<file path="config.mk">
export PLATFORM = sky130hd
export DESIGN_NAME = lcd_command_queue_4bit_writer_top_flat
export DESIGN_NICKNAME = d
export VERILOG_FILES = /design/src/rtl/lcdq_pkg.sv /design/src/rtl/lcdq_stream_if.sv /design/src/rtl/lcdq_dpath.sv /design/src/rtl/lcdq_ctrl.sv /design/src/rtl/lcd_command_queue_4bit_writer_top.sv /design/src/flat_wrapper.sv
export VERILOG_INCLUDE_DIRS = /design/src /design/src/rtl
export SDC_FILE = /design/constraint.sdc
export NUM_CORES = 1
export LEC_CHECK = 0
export BUFFER_PORTS_ARGS = -buffer_cell sky130_fd_sc_hd__buf_4
export CAP_MARGIN = 15
export CORE_MARGIN = 8
export CORE_UTILIZATION = 40
export DETAILED_ROUTE_END_ITERATION = 6
export PLACE_DENSITY_LB_ADDON = 0.12
export RECOVER_POWER = 100
export SYNTH_ARGS = -nofsm -noshare
export SYNTH_HDL_FRONTEND = slang
export SYNTH_SLANG_ARGS = --single-unit
</file>
<file path="constraint.sdc">
create_clock -name clk_i -period 6.7 [get_ports clk_i]
set_input_delay 2.01 -clock clk_i [delete_from_list [all_inputs] [get_ports clk_i]]
set_output_delay 2.01 -clock clk_i [all_outputs]
set_load 0.1 [all_outputs]
</file>
<file path="src/rtl/lcd_command_queue_4bit_writer_top_assert.svh">
// assertion macros used by the lcd queue datapath
`ifndef LCD_COMMAND_QUEUE_4BIT_WRITER_TOP_ASSERT_SVH
`define LCD_COMMAND_QUEUE_4BIT_WRITER_TOP_ASSERT_SVH

// condition must hold on every clock edge out of reset
`define LCDQ_ASSERT_ALWAYS(lbl, cond, msg) \
  lbl: assert property (@(posedge clk_i) disable iff (!rst_ni) (cond)) else $error(msg);

// consequent must hold in the same cycle as the antecedent
`define LCDQ_ASSERT_IMPL(lbl, ante, cons, msg) \
  lbl: assert property (@(posedge clk_i) disable iff (!rst_ni) (ante) |-> (cons)) \
    else $error(msg);

// consequent must hold in the cycle after the antecedent
`define LCDQ_ASSERT_NEXT(lbl, ante, cons, msg) \
  lbl: assert property (@(posedge clk_i) disable iff (!rst_ni) (ante) |=> (cons)) \
    else $error(msg);

`endif

</file>
<file path="src/rtl/lcdq_pkg.sv">
// types, codes and tables of the lcd command queue
package lcdq_pkg;

  typedef enum logic [1:0] {
    OP_ENQUEUE = 2'd0,
    OP_SEND    = 2'd1,
    OP_INIT    = 2'd2
  } opcode_e;

  typedef enum logic [1:0] {
    STAT_OK    = 2'd0,
    STAT_FULL  = 2'd1,
    STAT_EMPTY = 2'd2
  } status_e;

  typedef enum logic [2:0] {
    ST_IDLE,
    ST_FILL,
    ST_FETCH,
    ST_EMIT,
    ST_RESP
  } state_e;

  localparam logic [7:0] CHAR_NEWLINE  = 8'h0A;
  localparam logic [7:0] CMD_LINE_TWO  = 8'hC0;
  localparam logic [2:0] STEP_HI_END   = 3'd3;
  localparam logic [2:0] STEP_LAST     = 3'd7;

  typedef struct packed {
    logic       single;
    logic       rs;
    logic [7:0] code;
  } entry_t;

  typedef struct packed {
    logic [3:0] nibble;
    logic       rs;
    logic       rw;
    logic       enable;
    logic [1:0] status;
    logic       last;
  } out_item_t;

  // controller to datapath
  typedef struct packed {
    logic       push;
    logic       push_init;
    logic       pop;
    logic       clear;
    logic       load_out;
    logic       out_pin;
    logic [2:0] step;
    logic [1:0] status;
  } cmd_t;

  // datapath to controller
  typedef struct packed {
    logic full;
    logic empty;
    logic single;
    logic can_load;
  } sts_t;

  // 4-bit start-up sequence, the first four send the high nibble only
  function automatic entry_t start_entry(input logic [2:0] idx);
    entry_t e;
    e.rs = 1'b0;
    case (idx)
      3'd0: begin e.code = 8'h30; e.single = 1'b1; end
      3'd1: begin e.code = 8'h30; e.single = 1'b1; end
      3'd2: begin e.code = 8'h30; e.single = 1'b1; end
      3'd3: begin e.code = 8'h20; e.single = 1'b1; end
      3'd4: begin e.code = 8'h28; e.single = 1'b0; end
      3'd5: begin e.code = 8'h0D; e.single = 1'b0; end
      3'd6: begin e.code = 8'h06; e.single = 1'b0; end
      default: begin e.code = 8'h01; e.single = 1'b0; end
    endcase
    return e;
  endfunction

  // pin state for one step of a send
  function automatic out_item_t pin_item(input logic [2:0] step, input entry_t e);
    out_item_t o;
    o.rw     = 1'b0;
    o.status = STAT_OK;
    o.last   = 1'b0;
    o.rs     = e.rs;
    o.enable = 1'b0;
    case (step)
      3'd0: o.nibble = e.code[7:4];
      3'd1: begin o.nibble = e.code[7:4]; o.enable = 1'b1; end
      3'd2: o.nibble = e.code[7:4];
      3'd3: o.nibble = 4'h0;
      3'd4: o.nibble = e.code[3:0];
      3'd5: begin o.nibble = e.code[3:0]; o.enable = 1'b1; end
      3'd6: o.nibble = e.code[3:0];
      default: begin o.nibble = 4'h0; o.rs = 1'b0; o.last = 1'b1; end
    endcase
    return o;
  endfunction

endpackage

</file>
<file path="src/rtl/lcdq_stream_if.sv">
// valid/ready channels for queue requests and pin-state results
interface lcdq_in_if;
  logic       valid;
  logic       ready;
  logic [1:0] opcode;
  logic [7:0] char_code;
  logic [5:0] column_pos;
  logic [1:0] row_pos;
  logic       single_nibble;

  modport source (output valid, opcode, char_code, column_pos, row_pos, single_nibble,
                  input ready);
  modport sink   (input valid, opcode, char_code, column_pos, row_pos, single_nibble,
                  output ready);
endinterface

interface lcdq_out_if;
  logic       valid;
  logic       ready;
  logic [3:0] lcd_nibble;
  logic       lcd_rs;
  logic       lcd_rw;
  logic       lcd_enable;
  logic [1:0] status;
  logic       last;

  modport source (output valid, lcd_nibble, lcd_rs, lcd_rw, lcd_enable, status, last,
                  input ready);
  modport sink   (input valid, lcd_nibble, lcd_rs, lcd_rw, lcd_enable, status, last,
                  output ready);
endinterface

</file>
<file path="src/rtl/lcdq_dpath.sv">
// ring buffer of lcd transfers, pointers and the result register
`include "lcd_command_queue_4bit_writer_top_assert.svh"

module lcdq_dpath import lcdq_pkg::*; #(
  parameter int QUEUE_DEPTH = 16
) (
  input  logic       clk_i,
  input  logic       rst_ni,
  input  cmd_t       cmd_i,
  output sts_t       sts_o,
  input  logic [7:0] char_code_i,
  input  logic [5:0] column_pos_i,
  input  logic [1:0] row_pos_i,
  input  logic       single_nibble_i,
  output logic       out_valid_o,
  input  logic       out_ready_i,
  output out_item_t  out_item_o
);

  localparam int IW = $clog2(QUEUE_DEPTH);
  localparam int CW = $clog2(QUEUE_DEPTH + 1);
  localparam logic [IW-1:0] IDX_LAST  = IW'(QUEUE_DEPTH - 1);
  localparam logic [CW-1:0] CNT_FULL  = CW'(QUEUE_DEPTH);

  entry_t        mem [QUEUE_DEPTH];
  entry_t        rdata_q;
  entry_t        user_entry;
  entry_t        wr_entry;
  logic [IW-1:0] head_q, head_d;
  logic [IW-1:0] tail_q, tail_d;
  logic [CW-1:0] count_q, count_d;
  logic          out_valid_q, out_valid_d;
  out_item_t     out_item_q, out_item_d;
  out_item_t     resp_item;

  // byte to queue entry: newline or home position makes a command
  always_comb begin
    if (char_code_i == CHAR_NEWLINE) begin
      user_entry.code   = CMD_LINE_TWO;
      user_entry.rs     = 1'b0;
      user_entry.single = single_nibble_i;
    end else if (column_pos_i == 6'd0 && row_pos_i == 2'd0) begin
      user_entry.code   = char_code_i;
      user_entry.rs     = 1'b0;
      user_entry.single = single_nibble_i;
    end else begin
      user_entry.code   = char_code_i;
      user_entry.rs     = 1'b1;
      user_entry.single = 1'b0;
    end
  end

  assign wr_entry = cmd_i.push_init ? start_entry(cmd_i.step) : user_entry;

  always_ff @(posedge clk_i) begin
    if (cmd_i.push) begin
      mem[tail_q] <= wr_entry;
    end
    if (cmd_i.pop) begin
      rdata_q <= mem[head_q];
    end
  end

  always_comb begin
    head_d  = head_q;
    tail_d  = tail_q;
    count_d = count_q;
    if (cmd_i.clear) begin
      head_d  = '0;
      tail_d  = '0;
      count_d = '0;
    end else begin
      if (cmd_i.push) begin
        tail_d  = (tail_q == IDX_LAST) ? '0 : tail_q + 1'b1;
        count_d = count_q + 1'b1;
      end
      if (cmd_i.pop) begin
        head_d  = (head_q == IDX_LAST) ? '0 : head_q + 1'b1;
        count_d = count_q - 1'b1;
      end
    end
  end

  always_comb begin
    resp_item        = '0;
    resp_item.status = cmd_i.status;
    resp_item.last   = 1'b1;
  end

  // result register frees up in the cycle its transfer completes
  always_comb begin
    out_valid_d = out_valid_q && !out_ready_i;
    out_item_d  = out_item_q;
    if (cmd_i.load_out) begin
      out_valid_d = 1'b1;
      out_item_d  = cmd_i.out_pin ? pin_item(cmd_i.step, rdata_q) : resp_item;
    end
  end

  always_ff @(posedge clk_i or negedge rst_ni) begin
    if (!rst_ni) begin
      head_q      <= '0;
      tail_q      <= '0;
      count_q     <= '0;
      out_valid_q <= 1'b0;
    end else begin
      head_q      <= head_d;
      tail_q      <= tail_d;
      count_q     <= count_d;
      out_valid_q <= out_valid_d;
    end
  end

  always_ff @(posedge clk_i) begin
    out_item_q <= out_item_d;
  end

  assign sts_o.full     = (count_q == CNT_FULL);
  assign sts_o.empty    = (count_q == '0);
  assign sts_o.single   = rdata_q.single;
  assign sts_o.can_load = !out_valid_q || out_ready_i;
  assign out_valid_o    = out_valid_q;
  assign out_item_o     = out_item_q;

  `LCDQ_ASSERT_ALWAYS(a_count_range, count_q <= CNT_FULL, "entry count above depth")
  `LCDQ_ASSERT_IMPL(a_push_not_full, cmd_i.push && !cmd_i.clear, count_q != CNT_FULL,
    "push into full queue")
  `LCDQ_ASSERT_IMPL(a_pop_not_empty, cmd_i.pop, count_q != '0, "pop from empty queue")
  `LCDQ_ASSERT_IMPL(a_load_free, cmd_i.load_out, !out_valid_q || out_ready_i,
    "result overwritten before transfer")

endmodule

</file>
<file path="src/rtl/lcdq_ctrl.sv">
// sequencer for enqueue, init fill and send pin steps
module lcdq_ctrl import lcdq_pkg::*; (
  input  logic       clk_i,
  input  logic       rst_ni,
  input  logic       in_valid_i,
  output logic       in_ready_o,
  input  logic [1:0] opcode_i,
  input  sts_t       sts_i,
  output cmd_t       cmd_o
);

  state_e     state_q, state_d;
  logic [2:0] step_q, step_d;
  logic [1:0] status_q, status_d;
  logic       accept;

  assign accept = in_valid_i && (state_q == ST_IDLE);

  always_comb begin
    state_d  = state_q;
    step_d   = step_q;
    status_d = status_q;
    case (state_q)
      ST_IDLE: begin
        if (accept) begin
          step_d   = '0;
          status_d = STAT_OK;
          state_d  = ST_RESP;
          case (opcode_i)
            OP_ENQUEUE: begin
              if (sts_i.full) status_d = STAT_FULL;
            end
            OP_SEND: begin
              if (sts_i.empty) status_d = STAT_EMPTY;
              else state_d = ST_FETCH;
            end
            OP_INIT: state_d = ST_FILL;
            default: state_d = ST_RESP;
          endcase
        end
      end
      ST_FILL: begin
        step_d = step_q + 1'b1;
        if (step_q == STEP_LAST) state_d = ST_RESP;
      end
      ST_FETCH: state_d = ST_EMIT;
      ST_EMIT: begin
        if (sts_i.can_load) begin
          if (step_q == STEP_LAST) begin
            state_d = ST_IDLE;
          end else if (step_q == STEP_HI_END && sts_i.single) begin
            step_d = STEP_LAST;
          end else begin
            step_d = step_q + 1'b1;
          end
        end
      end
      ST_RESP: begin
        if (sts_i.can_load) state_d = ST_IDLE;
      end
      default: state_d = ST_IDLE;
    endcase
  end

  always_comb begin
    in_ready_o = 1'b0;
    cmd_o      = '0;
    cmd_o.step   = step_q;
    cmd_o.status = status_q;
    case (state_q)
      ST_IDLE: begin
        in_ready_o = 1'b1;
        if (accept) begin
          case (opcode_i)
            OP_ENQUEUE: cmd_o.push  = !sts_i.full;
            OP_SEND:    cmd_o.pop   = !sts_i.empty;
            OP_INIT:    cmd_o.clear = 1'b1;
            default:    cmd_o.push  = 1'b0;
          endcase
        end
      end
      ST_FILL: begin
        cmd_o.push      = 1'b1;
        cmd_o.push_init = 1'b1;
      end
      ST_EMIT: begin
        cmd_o.load_out = sts_i.can_load;
        cmd_o.out_pin  = 1'b1;
      end
      ST_RESP: cmd_o.load_out = sts_i.can_load;
      default: cmd_o.load_out = 1'b0;
    endcase
  end

  always_ff @(posedge clk_i or negedge rst_ni) begin
    if (!rst_ni) begin
      state_q  <= ST_IDLE;
      step_q   <= '0;
      status_q <= STAT_OK;
    end else begin
      state_q  <= state_d;
      step_q   <= step_d;
      status_q <= status_d;
    end
  end

endmodule

</file>
<file path="src/rtl/lcd_command_queue_4bit_writer_top.sv">
// Character-LCD transfer queue with a 4-bit bus writer. One request is taken at a
// time. Enqueue and the unused opcode go through accept, then result, as does a
// send from an empty queue; init goes through accept, eight start-up entries
// written one per cycle through the single queue write port, then result; a send
// goes through accept, the registered queue read, then 8 pin states for a
// two-nibble entry or 5 for a single-nibble one, one pin state per cycle unless the
// result channel stalls; a stalled result channel stretches each of these.
// The queue holds QUEUE_DEPTH entries; its storage needs no clearing after reset.
module lcd_command_queue_4bit_writer_top import lcdq_pkg::*; #(
  parameter int QUEUE_DEPTH = 16
) (
  input logic          clk_i,
  input logic          rst_ni,
  lcdq_in_if.sink      in_i,
  lcdq_out_if.source   out_o
);

  cmd_t      cmd;
  sts_t      sts;
  out_item_t item;

  lcdq_ctrl u_ctrl (
    .clk_i      (clk_i),
    .rst_ni     (rst_ni),
    .in_valid_i (in_i.valid),
    .in_ready_o (in_i.ready),
    .opcode_i   (in_i.opcode),
    .sts_i      (sts),
    .cmd_o      (cmd)
  );

  lcdq_dpath #(
    .QUEUE_DEPTH (QUEUE_DEPTH)
  ) u_dpath (
    .clk_i           (clk_i),
    .rst_ni          (rst_ni),
    .cmd_i           (cmd),
    .sts_o           (sts),
    .char_code_i     (in_i.char_code),
    .column_pos_i    (in_i.column_pos),
    .row_pos_i       (in_i.row_pos),
    .single_nibble_i (in_i.single_nibble),
    .out_valid_o     (out_o.valid),
    .out_ready_i     (out_o.ready),
    .out_item_o      (item)
  );

  assign out_o.lcd_nibble = item.nibble;
  assign out_o.lcd_rs     = item.rs;
  assign out_o.lcd_rw     = item.rw;
  assign out_o.lcd_enable = item.enable;
  assign out_o.status     = item.status;
  assign out_o.last       = item.last;

endmodule
</file>
<file path="src/flat_wrapper.sv">
// flat-port wrapper written by rule: the top's interface ports become plain ports
module lcd_command_queue_4bit_writer_top_flat import lcdq_pkg::*;
#(
  parameter int QUEUE_DEPTH = 16
)
  (clk_i, rst_ni, in_i_valid, in_i_opcode, in_i_char_code, in_i_column_pos, in_i_row_pos, in_i_single_nibble, in_i_ready, out_o_valid, out_o_lcd_nibble, out_o_lcd_rs, out_o_lcd_rw, out_o_lcd_enable, out_o_status, out_o_last, out_o_ready);
  lcdq_in_if in_i_i ();
  lcdq_out_if out_o_i ();
  input logic clk_i;
  input logic rst_ni;
  input wire logic [$bits(in_i_i.valid)-1:0] in_i_valid;
  input wire logic [$bits(in_i_i.opcode)-1:0] in_i_opcode;
  input wire logic [$bits(in_i_i.char_code)-1:0] in_i_char_code;
  input wire logic [$bits(in_i_i.column_pos)-1:0] in_i_column_pos;
  input wire logic [$bits(in_i_i.row_pos)-1:0] in_i_row_pos;
  input wire logic [$bits(in_i_i.single_nibble)-1:0] in_i_single_nibble;
  output wire logic [$bits(in_i_i.ready)-1:0] in_i_ready;
  output wire logic [$bits(out_o_i.valid)-1:0] out_o_valid;
  output wire logic [$bits(out_o_i.lcd_nibble)-1:0] out_o_lcd_nibble;
  output wire logic [$bits(out_o_i.lcd_rs)-1:0] out_o_lcd_rs;
  output wire logic [$bits(out_o_i.lcd_rw)-1:0] out_o_lcd_rw;
  output wire logic [$bits(out_o_i.lcd_enable)-1:0] out_o_lcd_enable;
  output wire logic [$bits(out_o_i.status)-1:0] out_o_status;
  output wire logic [$bits(out_o_i.last)-1:0] out_o_last;
  input wire logic [$bits(out_o_i.ready)-1:0] out_o_ready;
  assign in_i_i.valid = in_i_valid;
  assign in_i_i.opcode = in_i_opcode;
  assign in_i_i.char_code = in_i_char_code;
  assign in_i_i.column_pos = in_i_column_pos;
  assign in_i_i.row_pos = in_i_row_pos;
  assign in_i_i.single_nibble = in_i_single_nibble;
  assign in_i_ready = in_i_i.ready;
  assign out_o_valid = out_o_i.valid;
  assign out_o_lcd_nibble = out_o_i.lcd_nibble;
  assign out_o_lcd_rs = out_o_i.lcd_rs;
  assign out_o_lcd_rw = out_o_i.lcd_rw;
  assign out_o_lcd_enable = out_o_i.lcd_enable;
  assign out_o_status = out_o_i.status;
  assign out_o_last = out_o_i.last;
  assign out_o_i.ready = out_o_ready;
  lcd_command_queue_4bit_writer_top #(.QUEUE_DEPTH(QUEUE_DEPTH)) u_core (.clk_i(clk_i), .rst_ni(rst_ni), .in_i(in_i_i), .out_o(out_o_i));
endmodule
</file>
======== Word level (Yosys, flattened, before mapping) ========
Memory sizes are Yosys's and may differ from the RTL's. A register that Yosys moved wholly into a read port is not among the register bits.
Cells that the tools add are included.
word-level totals
  register bits ........................... 32
  memory bits (writable) .................. 160
  input bits .............................. 23
  output and inout port bits .............. 12
  word-level logic and storage cells ...... 118
  memories ................................ 1
operators by class
  add/subtract/negate cells ............... 5
  equal/unequal tests ..................... 23
  multiplexer cells ....................... 47
  reduce and logical (&&, ||, !) cells .... 29
memory list
  memory              depth  width  rd ports  clocked after memory_dff  wr ports  RTL line          RTL
  u_core.u_dpath.mem  16     10     1         1                         1         lcdq_dpath.sv:25  entry_t mem [QUEUE_DEPTH];
operators by type and width
  kind                   count
  $mux W10               3
  $mux W3                10
  $pmux W6 S5            1
  $mux W4                6
  $eq A3 B3 Y1 const B   5
  $mux W1                15
  $mux W5                3
  $pmux W3 S5            1
  $eq A3 B2 Y1 const B   4
  $pmux W3 S3            1
  $add A4 B1 Y4 const B  2
  $eq A4 B4 Y1 const B   2
  $eq A8 B4 Y1 const B   1
  $ne A2 B2 Y1 const B   4
  $pmux W4 S2            1
  $reduce_or A7 Y1       1
  $eq A3 B1 Y1 const B   2
  $logic_not A3 Y1       2
  $logic_not A6 Y1       1
  $mux W2                3
  $pmux W3 S2            1
  $reduce_bool A3 Y1     2
  $reduce_or A3 Y1       2
  $add A5 B1 Y5 const B  1
  other kinds (19)       30

======== Logic depth before layout (Yosys ltp) ========
Gate-level depths: netlist of the first run.
  depth in word-level cells ............... 8
  depth in mapped cells ................... 12
  mapped depth without buffers ............ 9

======== By module ========
Synthesis of the first run repeated with hierarchy kept, for this count alone.
second synthesis, totals
  cell total of the unflattened synthesis .. 540
  area, all modules ....................... 8505.7 um2
modules (own cells, without submodules)
  module      times used  cells an instance  area an instance (um2)  sequential area each (um2)
  lcdq_dpath  1           473                7937.6                  5725.5
  lcdq_ctrl   1           67                 568.0                   200.2

======== Least setup slack after synthesis of the first run ========
OpenSTA, ideal clock, no wires.
  path type ............................... register to output
  start point ............................. register u_core.u_ctrl.state_q[1]
  end point ............................... output in_i_ready
  arrival time ............................ 2609 ps
  setup slack ............................. 2081 ps
  stages on the path, launching flop included .. 3
  buffers on the path ..................... 1
  path through ............................ dfrtp_1 -> clkbuf_1 -> nor3_1
on the way
  word-level cells in the longest chain between the ends .. 2
RTL lines
  what                    RTL line            RTL
  start, declared         lcdq_ctrl.sv:12     state_e state_q, state_d;
  start signal, assigned  lcdq_ctrl.sv:101    state_q <= state_d;
  $logic_not A3 Y1        lcdq_ctrl.sv:70     case (state_q)
  $mux W1                 lcdq_ctrl.sv:70
  end, declared           flat_wrapper.sv:17  output wire logic [$bits(in_i_i.ready)-1:0] in_i_ready;
Every way passes these cells.

======== Worst setup path after layout of the first run ========
  start point ............................. input in_i_valid
  end point ............................... memory u_core.u_dpath.mem[6][3] (netlist bit), enable pin
on the way
  word-level cells in the longest chain between the ends .. 5
RTL lines
  what                           RTL line            RTL
  start, declared                flat_wrapper.sv:11  input wire logic [$bits(in_i_i.valid)-1:0] in_i_valid;
  $logic_and A1 B1 Y1            lcdq_ctrl.sv:17     assign accept = in_valid_i && (state_q == ST_IDLE);
  $mux W1                        lcdq_ctrl.sv:73     if (accept) begin
  $pmux W1 S2                    lcdq_ctrl.sv:70
  $mux W1                        lcdq_dpath.sv:56    if (cmd_i.push) begin
  $mux W1 (not written as such)  lcdq_dpath.sv:57    mem[tail_q] <= wr_entry;
  end, declared                  lcdq_dpath.sv:25
Every way passes these cells.

==> results of run 1 <==
layer usage:
metal,vias to the layer above,global-route usage [%]
met5,-,0
met4,0,3.83
met3,33,2.25
met2,82,23.0
met1,2322,19.2
li1,2088,-
worst reg2reg max path: cells and delay by family (launching register included):
| kind | cells | cell delay, ns |
|---|---|---|
| AO/OA/AOI/OAI | 2 | 0.59 |
| AND/OR/NAND/NOR | 1 | 0.16 |
| flip-flops | 1 | 1.20 |
| buffers and inverters | 1 | 1.54 |
| multiplexers | 1 | 0.70 |
layout make-up:
cell class	instances	area [sq um]	area share, %
Inverter	11	41.3	0.428
Timing Repair Buffer	45	248	2.57
Clock inverter	13	96.3	0.998
Clock buffer	27	591	6.11
Sequential cell	201	5930	61.4
Multi-Input combinational cell	275	2410	25.0
Tap cell	275	344	3.56
cells in the final DEF, fill, tap and decap left out, drive strengths merged, types with 4 or more instances in the layout:
| cell | count |
|---|---|
| nor2 | 44 |
| nor3 | 11 |
| dfrtp | 22 |
| clkbuf | 54 |
| nor4 | 5 |
| nand2b | 9 |
| edfxtp | 179 |
| and2 | 4 |
| nand3 | 6 |
| nand2 | 23 |
| inv | 11 |
| buf | 18 |
| a211oi | 13 |
| o21ai | 14 |
| nor2b | 13 |
| mux2i | 16 |
| a21oi | 26 |
| ha | 16 |
| clkinv | 10 |
| mux4 | 40 |
cells by family (layout without fill, tap and decap cells):
family | after synthesis | count (layout)
adders and majority gates | 17 | 17
DFF | 201 | 201
muxes | 59 | 59
and+or+nand+nor | 122 | 122
other | 1 | 1
buffers and inverters | 40 | 96
AOI/OAI and AO/OA | 71 | 71
xor gates and xnor gates | 5 | 5
power breakdown:
| part | internal [uW] | leakage [uW] | total (uW) | switching [uW] |
|---|---|---|---|---|
| clock | 667 | 0.000330 | 1140 | 476 |
| sequential | 1730 | 0.00191 | 1870 | 139 |
| combinational | 427 | 0.000933 | 1300 | 874 |
through the flow:
stage / utilization [%] / setup WS (ns)
2_1_floorplan: - / 2.08
3_3_place_gp: 43.5 / 1.82
3_5_place_dp: 43.5 / 1.78
4_1_cts: 46.8 / 2.30
5_1_grt: 46.1 / 1.33
6_report: 46.1 / 1.60
registers in the layout, indices dropped and copies added (netlist names):
name,flops
u_core.u_ctrl.step_q,3
u_core.u_dpath.head_q,4
u_core.u_dpath.count_q,5
u_core.u_dpath.mem,160
u_core.u_dpath.rdata_q,9
u_core.u_dpath.out_item_o,9
u_core.u_ctrl.state_q,3
u_core.u_ctrl.status_q,2
u_core.u_dpath.out_valid_o,1
u_core.u_dpath.tail_q,4
u_core.u_dpath.sts_o,1
final timing paths:
| check | start | end | slack, ns | cells past startpoint |
|---|---|---|---|---|
| setup / recovery | in_i_valid | u_core.u_dpath.mem[6][3] | 1.60 | 6 |
| hold / removal | u_core.u_ctrl.status_q[1] | u_core.u_ctrl.status_q[1] | 0.52 | 1 |
| setup reg to reg | u_core.u_dpath.head_q[0] | u_core.u_dpath.rdata_q[6] | 2.22 | 5 |
| hold reg to reg | u_core.u_ctrl.status_q[1] | u_core.u_ctrl.status_q[1] | 0.52 | 1 |
| max in group asynchronous | rst_ni | u_core.u_dpath.tail_q[3] | 4.14 | 1 |
| min in group asynchronous | rst_ni | u_core.u_ctrl.status_q[0] | 1.78 | 1 |
==> metrics.txt, run 1 <==
post-synthesis sequential area ratio=69.4%; vias per cell=5.34; # fillers=1,892; clk buf depth=3; Tot Pwr=4320 uW; post-synth top area share=63.0%; post-synthesis cell count=516; WP data required=6.81 ns; DRC violation total after the first TritonRoute iteration=267; kind of critical path=in -> reg; pwr dens=447 nW/um^2; Clock H-tree levels=1; Worst Skew=0.0116 ns; EDFF count, synth=179; TritonRoute pass-1 iters=4; post-route cell area=9660 sq um; worst vdd ir=0.000202 V; clk_lat worst skew=0.50 ns; Max-slew headroom=-88.3%; WHS=0.521 ns; largest net degree at the start of global routing=45; FF+latch count, synth=201; Avg Synthesized Cell Area=16.5 sq um; gr usage total=14.1%; Post-CTS Setup Bufs=0; failing checks=max-capacitance violations, max-slew violations; Hold Crit Class=reg -> reg; highest metal used=met4; CTS sink count=201; dominant cell type by area after synthesis=edfxtp_1; Max Cap Viol=4; Initial Utilization=40.7%; Top FF cell, synth=edfxtp_1; Area after DPL=9110 sq um; CP max stage cell=a2111oi_0; RSZ-0062 raised after global routing=false; DRC viols=0; number of global-route vias before repair=4,759; ANT nets after route=0; Met1 Wirelength=8470 microns; CP Launch Type=primary input; Syn-to-layout area delta=13.1%; first-pass GRT wire length=28,300 microns; global route overflow=0; # resized after CTS=0; synthesized cell area=8540 sq um; kind of cell adding the most delay to the critical path=simple AND/OR/NAND/NOR gates; Synth cell types=53; clk root buf=clkbuf_16; layout cell share with drive strength beyond 1=17.1%; Clk pin slew, worst setup/hold paths=0.06 ns; status=complete, but fails checks; initial antenna violation count=0; Rows=53; CTS tree=done; Tcrit/Tclk final=76.1%; Critical Path AT=5.21 ns; Die Y=162 microns; metal2 WL=8630 microns; Ant. Diodes=0; Detailed Place HPWL=11,800 microns; multiplexer area fraction after synthesis=12.8%; Final setup violation count=0; critical path capture point type=flop; Commonest cells post-synth=179 x edfxtp_1, 44 x nor2_1, 40 x mux4_2; final wirelength=18,200 microns; Port Buffers=33; Pleak=0.00317 uW; Synth Area in Adders=2.58%; Hold-fix buffers, CTS=0; Syn Nets=556; die footprint=26,300 sq um; main combinational cell family by area after synthesis=multiplexers; Final Hold Vio Count=0; xor-xnor portion of the synthesized cell area=0.513%; Post-synth ARST share=10.9%; count leader, synth=edfxtp_1; placed insts=807; met3 WL=684 microns; Crit path largest cell delay=1.04 ns; Die Wd=162 microns; routability cong.=0.758; Worst Tran Pin Value=2.80 ns; total CTS buffers=23; FMAX=0.196 GHz; Finished Layout Cells=847; Yosys warning count=0; Buf+Inv Stages, Crit Path=1; I/O pin cnt=35; Compound-Gate Fraction of Synth Area=5.47%; Core Area=21,000 sq um; Nets=597; top post-synthesis cells by area=edfxtp_1 63%, mux4_2 11%, dfrtp_1 6.4%; vias=4,525; Cell Chain, Critical Path=clkbuf_1 > or4b_1 > a2111oi_0 > or2_0 > nand2_1 > nor2_1; max-slew violation count=77; minimum clock period=5.10 ns; Post-Synth Simple-Gate Area=7.11%; post-route setup TNS=0 ns; Max FO, Critical Path=10; Routed wire per std cell=21.5 microns
No activity file was read; power rests on OpenSTA's default activity.
==> run 2: changes to the inputs <==
==> constraint.sdc (replaced) <==
create_clock -name clk_i -period 4.2 [get_ports clk_i]
set_input_delay 1.26 -clock clk_i [delete_from_list [all_inputs] [get_ports clk_i]]
set_output_delay 1.26 -clock clk_i [all_outputs]
set_load 0.1 [all_outputs]
==> metrics.txt, run 2 (synthesized netlist as in run 1, its figures left out) <==
status=complete, but fails checks (unchanged); failing checks=max-capacitance violations, max-slew violations (unchanged); Final Hold Vio Count=0 (unchanged); RSZ-0062 raised after global routing=false (unchanged); die footprint=26,300 sq um (unchanged); commonest non-fill, non-tap cells in the layout=179 x edfxtp_1, 44 x nor2_1, 40 x mux4_2, 35 x buf_4, 30 x clkbuf_1 (was 179 x edfxtp_1, 44 x nor2_1, 40 x mux4_2, 28 x clkbuf_1, 26 x a21oi_1); kind of cell adding the most delay to the critical path=buffers and inverters (was simple AND/OR/NAND/NOR gates); max-slew violation count=62 (was 77); Tcrit/Tclk final=85.2%; CP max stage cell=clkbuf_1 (was a2111oi_0); Max-slew headroom=-30.8% (was -88.3%); worst vdd ir=0.000327 V (was 0.000202 V); post-route setup TNS=0 ns (unchanged); Port Buffers=33 (unchanged); Syn-to-layout area delta=16.7% (was 13.1%); Max FO, Critical Path=10 (unchanged); Critical Path AT=3.71 ns (was 5.21 ns); vias per cell=5.30 (was 5.34); first-pass GRT wire length=27,900 microns (was 28,300 microns); Rows=53 (unchanged); TritonRoute pass-1 iters=5 (was 4); ANT nets after route=0 (unchanged); initial antenna violation count=0 (unchanged); Detailed Place HPWL=12,100 microns (was 11,800 microns); Core Area=21,000 sq um (unchanged); Worst Skew=0.00954 ns (was 0.0116 ns); critical path capture point type=flop (unchanged); power share of the combinational group=28.4% (was 30.1%); Die Y=162 microns (unchanged); FMAX=0.279 GHz; routability cong.=0.800 (was 0.758); total CTS buffers=22 (was 23); Reg with most FFs=u_core.u_dpath.mem (unchanged); Hold Crit Class=reg -> reg (unchanged); Clk pin slew, worst setup/hold paths=0.06 ns (about the same); Worst Tran Pin Value=1.96 ns (was 2.80 ns); Clock H-tree levels=1 (unchanged); CTS tree=done (unchanged); switching power=2370 uW (was 1490 uW); Cell Chain, Critical Path=clkbuf_1 > or4b_1 > clkbuf_1 > a2111oi_4 > clkbuf_1 > o21ai_0 > nor2_1 > clkbuf_1 (was clkbuf_1 > or4b_1 > a2111oi_0 > or2_0 > nand2_1 > nor2_1); pwr dens=735 nW/um^2 (was 447 nW/um^2); Hold-fix buffers, CTS=0 (unchanged); final wirelength=18,200 microns (about the same); Final setup violation count=0 (unchanged); Reg power frac=41.1% (was 43.4%); DRC viols=0 (unchanged); Nets=615 (was 597); I/O pin cnt=35 (unchanged); largest net degree at the start of global routing=35 (was 45); Buf+Inv Stages, Crit Path=4 (was 1); most common cell after layout, fill and taps aside=edfxtp_1 (unchanged); number of global-route vias before repair=4,665 (was 4,759); CP Launch Type=primary input (unchanged); clock power share=30.5% (was 26.5%); CTS sink count=201 (unchanged); WHS=0.523 ns (was 0.521 ns); DRC violation total after the first TritonRoute iteration=306 (was 267); clk root buf=clkbuf_16 (unchanged); max reg flops=160 (unchanged); clk_lat worst skew=0.50 ns (about the same); clk buf depth=3 (unchanged); # resized after CTS=0 (unchanged); Crit path largest cell delay=0.53 ns (was 1.04 ns); Initial Utilization=40.7% (unchanged); switch share=32.4% (was 34.5%); gr usage total=14.0% (was 14.1%); cell mode on critical path=clkbuf_1; layout cell share with drive strength beyond 1=19.5% (was 17.1%); global route overflow=0 (unchanged); minimum clock period=3.58 ns; Pint=4950 uW (was 2830 uW); Post-CTS Setup Bufs=0 (unchanged); Pleak=0.00334 uW (was 0.00317 uW); kind of critical path=in -> reg (unchanged); Max Cap Viol=3 (was 4); vias=4,587 (was 4,525); Die Wd=162 microns (unchanged); Routed wire per std cell=21.1 microns (was 21.5 microns); WP data required=4.33 ns (was 6.81 ns)
[run 2: cell count changes in the layout (fill, tap and decap cells not counted), moves of 2 or more]
cell,delta
bufinv_16,+7
clkbuf_1,+2
clkinv_1,-3
nor3_1,+2
and2_0,+2
nor3_2,-2
clkinvlp_4,-2
clkinv_4,-2
buf_4,+17
and2_1,-2
[run 2: per-stage QoR]
stage	power [uW]	setup slack, ns	std cells	instance area, sq um	util [%]
6_report	7320	0.622	866	9960	47.5
5_1_grt	7700	0.474	865	9960	47.5
2_1_floorplan	4500	0.331	516	8540	-
3_3_place_gp	5230	0.610	826	9250	44.1
4_1_cts	7500	1.11	865	10100	48.2
3_5_place_dp	5260	0.600	826	9250	44.1
[run 2: final timing paths]
check / endpoint / cells past startpoint / start / slack (ns)
max reg2reg: u_core.u_dpath.rdata_q[4] / 4 / u_core.u_dpath.head_q[0] / 0.86
max in group asynchronous: u_core.u_ctrl.state_q[1] / 1 / rst_ni / 2.48
max: u_core.u_dpath.mem[11][7] / 8 / in_i_valid / 0.62
min: u_core.u_ctrl.status_q[0] / 1 / u_core.u_ctrl.status_q[0] / 0.52
min reg2reg: u_core.u_ctrl.status_q[0] / 1 / u_core.u_ctrl.status_q[0] / 0.52
min in group asynchronous: u_core.u_dpath.count_q[1] / 1 / rst_ni / 0.99
[run 2: per-layer routing]
metal / routed length [microns] / up-vias / track usage, %
met5: 0 / - / 0
li1: - / 2136 / -
met3: 859 / 27 / 2.51
met1: 8370 / 2333 / 19.4
met4: 336 / 0 / 3.03
met2: 8660 / 91 / 22.6
[run 2: power groups by stage]
stage	sequential, uW	combinational (uW)	clock [uW]
2_1_floorplan	3070	1430	0
3_3_place_gp	3050	2180	0
3_5_place_dp	3060	2210	0
4_1_cts	3020	2210	2280
5_1_grt	3060	2280	2350
6_report	3010	2080	2230
[run 2: area by class of cell]
class / instances / area, sq um
clock buffer: 27 / 591
inverter: 11 / 41.3
multi-input combinational: 275 / 2410
sequential: 201 / 5930
tap: 275 / 344
clock inverter: 12 / 258
antenna: 1 / 2.50
fill: 1876 / 11000
timing repair buffer: 64 / 383
